[src/rtl/hkrd_pkg.sv]
// Shared types, constants and helpers of the keyboard report decoder.
package hkrd_pkg;

    localparam int KEY_W         = 8;
    localparam int REPORT_SLOTS  = 6;
    localparam int EVENT_SLOTS   = 2 * REPORT_SLOTS;
    localparam int SEL_W         = $clog2(EVENT_SLOTS);
    localparam int KEYCODE_SPACE = 256;
    localparam int MAP_W         = KEY_W + 1;

    localparam int KEY_SLOTS_DEFAULT   = 6;
    localparam int QUEUE_DEPTH_DEFAULT = 2;

    localparam logic [KEY_W-1:0] CODE_EMPTY    = 8'h00;
    localparam logic [KEY_W-1:0] CODE_ROLLOVER = 8'h01;

    localparam int LSHIFT_IDX = 1;
    localparam int RSHIFT_IDX = 5;

    // One classified report: press candidates in slots 0..5, releases in 6..11.
    typedef struct packed {
        logic                              shift;
        logic [EVENT_SLOTS-1:0]            mask;
        logic [EVENT_SLOTS-1:0][KEY_W-1:0] keys;
    } report_work_t;

    typedef struct packed {
        logic [KEY_W-1:0] keycode;
        logic             press;
        logic             shift;
        logic             last;
    } key_event_t;

    function automatic logic key_in_map(input logic [KEY_W-1:0] code);
        return {1'b0, code} < MAP_W'(KEYCODE_SPACE);
    endfunction

endpackage

[src/rtl/hkrd_front.sv]
// Front end: takes a report, works out press and release events, keeps the key list.
module hkrd_front
    import hkrd_pkg::*;
#(
    parameter int USED_SLOTS = KEY_SLOTS_DEFAULT
) (
    input  logic                               clk,
    input  logic                               rst_n,
    input  logic                               accept,
    input  logic [KEY_W-1:0]                   modifier_bits,
    input  logic [REPORT_SLOTS-1:0][KEY_W-1:0] slots,
    output logic                               q_push,
    output report_work_t                       q_data
);

    logic [KEY_W-1:0]        prev_reg  [USED_SLOTS];
    logic [KEY_W-1:0]        prev_next [USED_SLOTS];
    logic [REPORT_SLOTS-1:0] cur_valid;
    logic [KEY_W-1:0]        cur_key   [REPORT_SLOTS];
    logic [USED_SLOTS-1:0]   prev_valid;
    logic                    rollover;
    logic                    run_cur;
    logic                    run_prev;

    always_comb
    begin
        rollover = (slots[0] == CODE_ROLLOVER);
        run_cur  = 1'b1;
        run_prev = 1'b1;
        for (int i = 0; i < REPORT_SLOTS; i++)
        begin
            cur_valid[i] = 1'b0;
            cur_key[i]   = '0;
            if (i < USED_SLOTS)
            begin
                run_cur      = run_cur && (slots[i] != CODE_EMPTY) &&
                               (slots[i] != CODE_ROLLOVER);
                cur_valid[i] = run_cur;
                cur_key[i]   = run_cur ? slots[i] : '0;
            end
        end
        for (int i = 0; i < USED_SLOTS; i++)
        begin
            run_prev      = run_prev && (prev_reg[i] != CODE_EMPTY) &&
                            (prev_reg[i] != CODE_ROLLOVER);
            prev_valid[i] = run_prev;
            prev_next[i]  = cur_key[i];
        end
    end

    // A key is held exactly when it sits in the stored list, so the pressed map
    // reduces to list membership checks.
    always_comb
    begin
        logic hit;
        logic dup;
        q_data       = '0;
        q_data.shift = modifier_bits[LSHIFT_IDX] | modifier_bits[RSHIFT_IDX];
        for (int i = 0; i < USED_SLOTS; i++)
        begin
            hit = 1'b0;
            dup = 1'b0;
            for (int j = 0; j < USED_SLOTS; j++)
                hit = hit | (prev_valid[j] && (prev_reg[j] == cur_key[i]));
            for (int j = 0; j < i; j++)
                dup = dup | (cur_valid[j] && (cur_key[j] == cur_key[i]));
            q_data.keys[i] = cur_key[i];
            q_data.mask[i] = cur_valid[i] && key_in_map(cur_key[i]) && !hit && !dup;
        end
        for (int i = 0; i < USED_SLOTS; i++)
        begin
            hit = 1'b0;
            dup = 1'b0;
            for (int j = 0; j < USED_SLOTS; j++)
                hit = hit | (cur_valid[j] && (cur_key[j] == prev_reg[i]));
            for (int j = 0; j < i; j++)
                dup = dup | (prev_reg[j] == prev_reg[i]);
            q_data.keys[REPORT_SLOTS + i] = prev_reg[i];
            q_data.mask[REPORT_SLOTS + i] = prev_valid[i] && key_in_map(prev_reg[i]) &&
                                            !hit && !dup;
        end
        q_push = accept && !rollover && (q_data.mask != '0);
    end

    always_ff @(posedge clk or negedge rst_n)
    begin
        if (!rst_n)
        begin
            for (int i = 0; i < USED_SLOTS; i++)
                prev_reg[i] <= '0;
        end
        else if (accept && !rollover)
        begin
            for (int i = 0; i < USED_SLOTS; i++)
                prev_reg[i] <= prev_next[i];
        end
    end

endmodule

[src/rtl/hkrd_queue.sv]
// Short queue of classified reports between front and back end.
module hkrd_queue
    import hkrd_pkg::*;
#(
    parameter int DEPTH = QUEUE_DEPTH_DEFAULT
) (
    input  logic         clk,
    input  logic         rst_n,
    input  logic         push,
    input  report_work_t push_data,
    output logic         full,
    input  logic         pop,
    output report_work_t head,
    output logic         empty
);

    localparam int PTR_W = $clog2(DEPTH);
    localparam int CNT_W = $clog2(DEPTH + 1);

    report_work_t     mem_reg [DEPTH];
    logic [PTR_W-1:0] wr_ptr_reg;
    logic [PTR_W-1:0] wr_ptr_next;
    logic [PTR_W-1:0] rd_ptr_reg;
    logic [PTR_W-1:0] rd_ptr_next;
    logic [CNT_W-1:0] count_reg;
    logic [CNT_W-1:0] count_next;

    assign full  = (count_reg == CNT_W'(DEPTH));
    assign empty = (count_reg == '0);
    assign head  = mem_reg[rd_ptr_reg];

    always_comb
    begin
        wr_ptr_next = wr_ptr_reg;
        rd_ptr_next = rd_ptr_reg;
        count_next  = count_reg;
        if (push)
            wr_ptr_next = (wr_ptr_reg == PTR_W'(DEPTH - 1)) ? '0 : wr_ptr_reg + 1'b1;
        if (pop)
            rd_ptr_next = (rd_ptr_reg == PTR_W'(DEPTH - 1)) ? '0 : rd_ptr_reg + 1'b1;
        if (push && !pop)
            count_next = count_reg + 1'b1;
        else if (pop && !push)
            count_next = count_reg - 1'b1;
    end

    always_ff @(posedge clk or negedge rst_n)
    begin
        if (!rst_n)
        begin
            wr_ptr_reg <= '0;
            rd_ptr_reg <= '0;
            count_reg  <= '0;
        end
        else
        begin
            wr_ptr_reg <= wr_ptr_next;
            rd_ptr_reg <= rd_ptr_next;
            count_reg  <= count_next;
        end
    end

    always_ff @(posedge clk)
    begin
        if (push)
            mem_reg[wr_ptr_reg] <= push_data;
    end

endmodule

[src/rtl/hkrd_back.sv]
// Back end: walks a classified report and sends one event per beat.
module hkrd_back
    import hkrd_pkg::*;
(
    input  logic         clk,
    input  logic         rst_n,
    input  report_work_t q_head,
    input  logic         q_empty,
    output logic         q_pop,
    input  logic         pop,
    output logic         empty,
    output key_event_t   result
);

    report_work_t           work_reg;
    report_work_t           work_next;
    logic                   busy_reg;
    logic                   busy_next;
    key_event_t             out_reg;
    key_event_t             out_next;
    logic                   out_valid_reg;
    logic                   out_valid_next;
    logic [SEL_W-1:0]       sel;
    logic [EVENT_SLOTS-1:0] rest;
    logic                   out_adv;
    logic                   emit;
    logic                   done;

    assign empty  = !out_valid_reg;
    assign result = out_reg;

    always_comb
    begin
        sel = '0;
        for (int i = EVENT_SLOTS - 1; i >= 0; i--)
        begin
            if (work_reg.mask[i])
                sel = SEL_W'(i);
        end
        rest    = work_reg.mask & ~(EVENT_SLOTS'(1) << sel);
        out_adv = !out_valid_reg || pop;
        emit    = busy_reg && out_adv;
        done    = emit && (rest == '0);
        q_pop   = !q_empty && (!busy_reg || done);

        busy_next      = busy_reg;
        work_next      = work_reg;
        out_next       = out_reg;
        out_valid_next = out_valid_reg;
        if (out_adv)
            out_valid_next = busy_reg;
        if (emit)
        begin
            out_next.keycode = work_reg.keys[sel];
            out_next.press   = (sel < SEL_W'(REPORT_SLOTS));
            out_next.shift   = work_reg.shift;
            out_next.last    = (rest == '0);
            work_next.mask   = rest;
            if (done)
                busy_next = 1'b0;
        end
        if (q_pop)
        begin
            work_next = q_head;
            busy_next = 1'b1;
        end
    end

    always_ff @(posedge clk or negedge rst_n)
    begin
        if (!rst_n)
        begin
            busy_reg      <= 1'b0;
            out_valid_reg <= 1'b0;
        end
        else
        begin
            busy_reg      <= busy_next;
            out_valid_reg <= out_valid_next;
        end
    end

    always_ff @(posedge clk)
    begin
        work_reg <= work_next;
        out_reg  <= out_next;
    end

endmodule

[src/rtl/hid_keyboard_report_diff.sv]
// Top level of the boot-keyboard report decoder: turns reports into key events.
//
// Each input beat is one boot-keyboard report (modifier byte and six keycode
// slots); each result beat is one key event. The front end takes a report
// whenever the report queue has room, compares it with the stored key list,
// and stores the new list at once, so reports may arrive on back to back
// cycles. A report whose first slot is the rollover code is taken but
// gives no events and leaves the stored list alone; a report that changes
// nothing gives no events either. Presses come first in slot order, then
// releases in the order of the previous list; last_event marks the final
// event of a report and shift_held repeats the report's shift state on every
// event. The back end sends one event per cycle while the output register is
// free or being popped, and it loads the next report from the queue as it
// sends the last event of the current one; a report gives at most twelve
// events. The queue between the two parts holds QUEUE_DEPTH classified
// reports, and the output register lets the front keep taking reports
// while a result waits to be popped.
module hid_keyboard_report_diff
    import hkrd_pkg::*;
#(
    parameter int KEY_SLOTS   = KEY_SLOTS_DEFAULT,
    parameter int QUEUE_DEPTH = QUEUE_DEPTH_DEFAULT
) (
    input  logic             clk,
    input  logic             rst_n,
    input  logic             push,
    output logic             full,
    input  logic [KEY_W-1:0] modifier_bits,
    input  logic [KEY_W-1:0] key_slot_0,
    input  logic [KEY_W-1:0] key_slot_1,
    input  logic [KEY_W-1:0] key_slot_2,
    input  logic [KEY_W-1:0] key_slot_3,
    input  logic [KEY_W-1:0] key_slot_4,
    input  logic [KEY_W-1:0] key_slot_5,
    output logic             empty,
    input  logic             pop,
    output logic [KEY_W-1:0] event_keycode,
    output logic             is_press,
    output logic             shift_held,
    output logic             last_event
);

    // Only the first KEY_SLOTS slots are read, at least one and at most six.
    localparam int USED_SLOTS = (KEY_SLOTS < 1) ? 1 :
                                ((KEY_SLOTS > REPORT_SLOTS) ? REPORT_SLOTS : KEY_SLOTS);

    logic [REPORT_SLOTS-1:0][KEY_W-1:0] slots;
    logic                               accept;
    logic                               q_push;
    report_work_t                       q_in;
    report_work_t                       q_head;
    logic                               q_empty;
    logic                               q_pop;
    key_event_t                         result;

    assign slots  = {key_slot_5, key_slot_4, key_slot_3, key_slot_2, key_slot_1, key_slot_0};
    // Take a report beat whenever the queue has room for its events.
    assign accept = push && !full;

    hkrd_front #(
        .USED_SLOTS (USED_SLOTS)
    ) u_front (
        .clk           (clk),
        .rst_n         (rst_n),
        .accept        (accept),
        .modifier_bits (modifier_bits),
        .slots         (slots),
        .q_push        (q_push),
        .q_data        (q_in)
    );

    hkrd_queue #(
        .DEPTH (QUEUE_DEPTH)
    ) u_queue (
        .clk       (clk),
        .rst_n     (rst_n),
        .push      (q_push),
        .push_data (q_in),
        .full      (full),
        .pop       (q_pop),
        .head      (q_head),
        .empty     (q_empty)
    );

    hkrd_back u_back (
        .clk     (clk),
        .rst_n   (rst_n),
        .q_head  (q_head),
        .q_empty (q_empty),
        .q_pop   (q_pop),
        .pop     (pop),
        .empty   (empty),
        .result  (result)
    );

    assign event_keycode = result.keycode;
    assign is_press      = result.press;
    assign shift_held    = result.shift;
    assign last_event    = result.last;

endmodule

[config.mk]
export PLATFORM = sky130hd
export DESIGN_NAME = hid_keyboard_report_diff
export DESIGN_NICKNAME = d
export VERILOG_FILES = /design/src/rtl/hkrd_pkg.sv /design/src/rtl/hkrd_front.sv /design/src/rtl/hkrd_queue.sv /design/src/rtl/hkrd_back.sv /design/src/rtl/hid_keyboard_report_diff.sv
export SDC_FILE = /design/constraint.sdc
export NUM_CORES = 1
export LEC_CHECK = 0
export BUFFER_PORTS_ARGS = -buffer_cell sky130_fd_sc_hd__buf_2
export CORE_ASPECT_RATIO = 1.5
export CORE_MARGIN = 10
export CORE_UTILIZATION = 35
export DETAILED_ROUTE_END_ITERATION = 12
export SETUP_SLACK_MARGIN = 0.15
export SYNTH_ARGS = -nofsm -noshare
export SYNTH_HDL_FRONTEND = slang
export SYNTH_SLANG_ARGS = --single-unit
[constraint.sdc]
create_clock -name clk -period 8.3 [get_ports clk]
set_clock_uncertainty 0.2 [all_clocks]
set_input_delay 1.66 -clock clk [delete_from_list [all_inputs] [get_ports clk]]
set_output_delay 1.66 -clock clk [all_outputs]
set_load 0.03 [all_outputs]
Word-level counts from Yosys, hierarchy flattened:

Memory sizes are Yosys's and may differ from the RTL's.
Cells that the tools add are included.

* bits in writable memories: 218
* output and inout bits: 13
* memories: 1
* word-level logic and storage cells: 456
* input port bits: 60
* bits in registers: 174

Memory list
* u_queue.mem_reg: words 2, width 109, rd ports 1, clocked after Yosys merged registers in 0, write ports 1, line hkrd_queue.sv:20 `report_work_t mem_reg [DEPTH];`

* $lt $le $gt $ge: 2
* eq/ne operators: 116
* bitwise gates (word level): 83
* mux-type cells: 31
* $add $sub $neg: 4
* reductions and logical operators: 189
* shift-type cells: 1

Operators by type and width (number)
* == test 8 bit: 102
* logical AND 1 bit: 139
* two-way mux 108 bit: 1
* != test 8 x 1 -> 1 bit (second input constant): 12
* nonzero test 8 bit: 12
* OR 1 bit: 81
* two-way mux 8 bit: 7
* two-way mux 4 bit: 12
* binary-select mux 8 bit (select 4 bit): 1
* logical NOT 1 bit: 29
* AND 12 bit: 1
* logical NOT 12 bit: 1
* two-way mux 12 bit: 1
* NOT 12 bit: 1
* nonzero test 12 bit: 1
* << shifter 1 x 4 -> 12 bit (first input constant): 1
* == test 8 x 1 -> 1 bit (second input constant): 1
* two-way mux 1 bit: 7
* nonzero test 2 bit: 3
* less-than comparator 4 x 5 -> 1 bit (second input constant): 1
* less-than comparator 4 x 3 -> 1 bit (second input constant): 1
* two-way mux 2 bit: 2
* adder 1 bit (second input constant): 2
* adder 2 x 1 -> 2 bit (second input constant): 1
* other kinds (5): 6

Longest topological paths before layout:

* word-level depth: 29
* depth in mapped cells: 20
* gate-level depth less buffers: 16

By module:

A second synthesis with hierarchy kept.

* cell total of the unflattened synthesis: 2531
* area total of the unflattened synthesis: 26081.3 um^2

By module, submodules not included
* hkrd_front: seq. area each 1201.2 um^2, instances 1, area an instance 12435.7 um^2, cells each 1838
* hkrd_queue: seq. area each 6646.4 um^2, instances 1, area an instance 8552.0 um^2, cells each 355
* hkrd_back: seq. area each 3653.5 um^2, instances 1, area an instance 5079.9 um^2, cells each 337
* hid_keyboard_report_diff: seq. area each 0.0 um^2, instances 1, area an instance 13.8 um^2, cells each 1

Worst setup path before layout:

No wires, ideal clock.

* kind: input to register
* from: input port key_slot_1[1]
* to: memory u_queue.mem_reg[0][0] (netlist bit) (enable)
* required time: 7.509 ns
* path buffers: 6
* arrival: 9.324 ns
* setup time: 0.591 ns
* cell stages on the path: 15
* path slack: -1.815 ns
* path through: buf_6 > or4_4 > or2_1 > buf_6 > nand4_4 > buf_4 > buf_4 > buf_6 > buf_4 > nor3_1 > a2111oi_0 > o311ai_1 > or3_1 > a41oi_2 > nor2b_1

* word-level cells in the longest chain between the ends: 26
* elaborated cells between the ends (all ways): 273
* those cells by class: 76 x eq/ne; 7 x mux; 65 x bitwise; 125 x reduce/logical

Ends and longest elaborated chain
* start, declared: line hid_keyboard_report_diff.sv:30 `input logic [KEY_W-1:0] key_slot_1,`
* nonzero test 8 bit: line hkrd_front.sv:36 `run_cur = run_cur && (slots[i] != CODE_EMPTY) &&`
* logical AND 1 bit (10 in a row): line hkrd_front.sv:36
* two-way mux 8 bit: line hkrd_front.sv:39 `cur_key[i] = run_cur ? slots[i] : '0;`
* == test 8 bit: line hkrd_front.sv:64, hkrd_front.sv:75
* logical AND 1 bit: line hkrd_front.sv:64 `hit = hit | (prev_valid[j] && (prev_reg[j] == cur_key[i]));`
* OR 1 bit (5 in a row): line hkrd_front.sv:64
* logical NOT 1 bit: line hkrd_front.sv:68 `q_data.mask[i] = cur_valid[i] && key_in_map(cur_key[i]) && !hit && !dup;`
* logical AND 1 bit (2 in a row): line hkrd_front.sv:68
* nonzero test 12 bit *: line hkrd_front.sv:82 `q_push = accept && !rollover && (q_data.mask != '0);`
* logical AND 1 bit *: line hkrd_front.sv:82
* two-way mux 1 bit *: line hkrd_queue.sv:65 `if (push)`
* two-way mux 1 bit (not written as such) *: line hkrd_queue.sv:66 `mem_reg[wr_ptr_reg] <= push_data;`
* end, declared: line hkrd_queue.sv:20

Every way passes the cells marked *; elsewhere a longest branch is shown, timed or not.

==> metrics.md <==
| Metric | Value |
|---|---|
| Fmax achieved | 0.139 GHz |
| Final setup violation count | 0 |
| Setup TNS | 0 ns |
| Synth top area cells | edfxtp_1, xnor2_1, mux2_2 |
| Synth Cell Area | 24700 um^2 |
| Setup WS pre-CTS | 0.653 ns |
| Fin nets | 2441 |
| Clk buf depth | 3 |
| First-pass GRT wire length | 151000 um |
| Synth Net Count | 2488 |
| Yosys Warn Count | 0 |
| WP data required | 8.27 ns |
| Max-slew headroom | 0.269 |
| Met2 Use GR | 0.426 |
| Hpwl dp | 73700 um |
| Final Max Slew Viols | 0 |
| CTS Buf Count | 35 |
| CTS tree | done |
| Yosys cell types | 86 |
| Run status | complete, no violations |
| Vias in the first global route | 20400 |
| Placement Cell Area | 26100 um^2 |
| DRT Wirelength | 107000 um |
| Layout Utilization | 0.388 |
| GR Util All Layers | 0.251 |
| Cell accounting for the most synthesized area | edfxtp_1 |
| Max-cap violations | 0 |
| Number of cell rows | 119 |
| Share of cells above drive strength 1 | 0.165 |
| Worst-margin pin slew | 1.10 ns |
| DR WL/cell | 32.2 um |
| Worst Path Max Fanout | 86 |
| Total number of vias | 20700 |
| Count leader, synth | edfxtp_1 |
| Num ports | 73 |
| Post-synth top area share | 0.411 |
| Async set-reset flop share out of synthesis | 0.138 |
| Max reg flops | 218 |
| R2r startpoint | u_back.work_reg[106] |
| Clock slew at reported path FFs | 0.07 ns |
| Core Area | 70100 um^2 |
| Root Driver | clkbuf_16 |
| Prevailing post-synth register cell | edfxtp_1 |
| I/O Buffers | 66 |
| Met1 usage | 0.285 |
| Drt initial violations | 2094 |
| Final Cell Area | 27200 um^2 |
| Htree depth | 2 |
| Final period utilization | 0.868 |
| WP data arrival | 7.17 ns |
| P&R area growth vs syn | 10.2% |
| Worst VDD drop | 0.000166 V |
| Sequential-to-total area share from yosys stat | 0.465 |
| GRT Max-Usage Layer | met2 |
| Global route total overflow | 0 |
| Yosys reg bits | 392 |
| Synth top cells by count | edfxtp_1, xnor2_1, nand2_1 |
| Post-synth EDFFs | 338 |
| Largest net degree at the start of global routing | 87 |
| Placed Cells incl. Taps | 3250 |
| # diodes | 0 |
| Worst hold path class | reg -> reg |
| Drt drc | 0 |
| Die Width | 237 um |
| RSZ-0062 raised after global routing | false |
| Syn avg cell area | 10.2 um^2 |
| Met3 Use GR | 0.0292 |
| Final WS setup | 1.09 ns |
| Die height | 346 um |
| Clock latency on the worst-skew pair | 0.55 ns |
| CTS Hold Buffers Added | 0 |
| Antenna Nets Post-Route | 0 |
| PD cells | 300 nW/um^2 |
| Setup Crit Path Kind | in -> reg |
| P_leak | 9.40 nW |
| Non-filler instance count after layout | 3313 |
| Startpoint Class | primary input |
| Fin. Hold Viols | 0 |
| Post_cts resized | 0 |
| TritonRoute pass-1 iters | 6 |
| Mean number of vias per cell | 6.25 |
| Setup bufs post-CTS | 0 |
| Routability cong. | 1.04 |
| Post-route minimum period | 7.21 ns |
| CP Launch Point | key_slot_3[4] |
| Syn Inst Count | 2427 |
| Die ar. | 81900 um^2 |
| Initial antenna violation count | 1 |
| CTS sink count | 392 |
| Initial Utilization | 0.353 |
| Hold Path Origin | u_back.work_reg[108] |
| Crit end category | register |
## logic make-up (layout without fill, tap and decap cells)
kind of cell	Yosys count	count (layout)	synth area share
AO/OA/AOI/OAI	446	446	0.122
XOR/XNOR	354	354	0.125
adder cells (fa/ha/maj)	1	1	0.000506
buffers and inverters	317	296	0.0536
flip-flops	392	392	0.465
multiplexers	147	147	0.0660
AND/OR/NAND/NOR	770	770	0.167
## through the flow
stage | power, W | hold slack, ns
floorplan | 0.00512 | 0.200
global placement | 0.00639 | 0.203
detailed placement | 0.00647 | 0.207
CTS | 0.00815 | 0.223
global route | 0.00848 | 0.230
finish | 0.00819 | 0.220
## worst paths after layout
path	endpoint	depth (start not counted)	slack, ns
max in group asynchronous	u_queue.rd_ptr_reg	2	5.74
min reg2reg	u_back.result[1]	0	0.22
min in group asynchronous	u_front.q_data[51]	1	0.90
min	u_back.result[1]	0	0.22
max reg2reg	u_back.work_reg[81]	14	2.59
max	u_queue.mem_reg[0][38]	15	1.09
## cell usage in the layout, fill, tap and decap left out, types with 8 or more instances in the layout
cell	netlist	final
edfxtp_1	338	338
xnor2_1	216	216
nand2_1	188	188
xor2_1	138	138
nor2_1	132	129
mux2_2	128	128
buf_4	4	120
o21ai_0	117	117
nand3_1	90	90
nand4_1	71	71
a31oi_1	69	69
buf_2	35	66
dfrtp_1	54	52
a21oi_1	51	50
or3_1	46	46
nor3_1	47	45
o32ai_1	40	40
inv_1	38	38
nor4_1	38	38
nor4bb_1	37	37
clkbuf_16	0	36
and3_1	24	24
o22ai_1	24	24
mux2i_1	19	19
nand2b_1	15	15
and2_1	14	13
nor3b_1	13	13
nor4b_1	12	12
o32a_1	11	11
o21a_1	10	10
a311oi_1	10	10
or4_1	9	9
o2111ai_1	9	9
a22oi_1	9	9
a211oi_1	8	8
a222oi_1	8	8
o221ai_1	8	8
a21o_1	9	8
clkbuf_1	176	8
## layer usage
metal / part of all wire / vias to the layer above
met2: 0.48 / 1081
li1: - / 8877
met5: 0.00010 / -
met3: 0.060 / 354
met4: 0.086 / 2
met1: 0.37 / 10400
## power breakdown
group | leakage, nW | internal, W | switching [W]
Combinational | 5.12 | 0.00123 | 0.00241
Clock | 0.560 | 0.000937 | 0.000738
Sequential | 3.72 | 0.00268 | 0.000187
## cell type report
cell class              instances  area, um^2
fillers                      6831       42900
multi-input cells            1718       12000
flip-flops and latches        392       11500
repair buffers                191        1330
well taps                     907        1130
clock buffers                  44         931
clock inverters                19         230
inverters                      42         160
## critical path, stage by stage
cell and delay, ns:
buf_2 0.19, nor3_1 0.71, nand2_1 0.76, nand4_4 0.34
buf_12 0.34, buf_4 0.30, nor2_1 0.07, o32a_1 0.28
or4b_1 0.51, o21ai_0 0.43, nor4_1 0.22, nor4_2 0.36
a41oi_2 0.30, nor2b_4 0.22, buf_4 0.37
(Power assumes the default switching activity.)
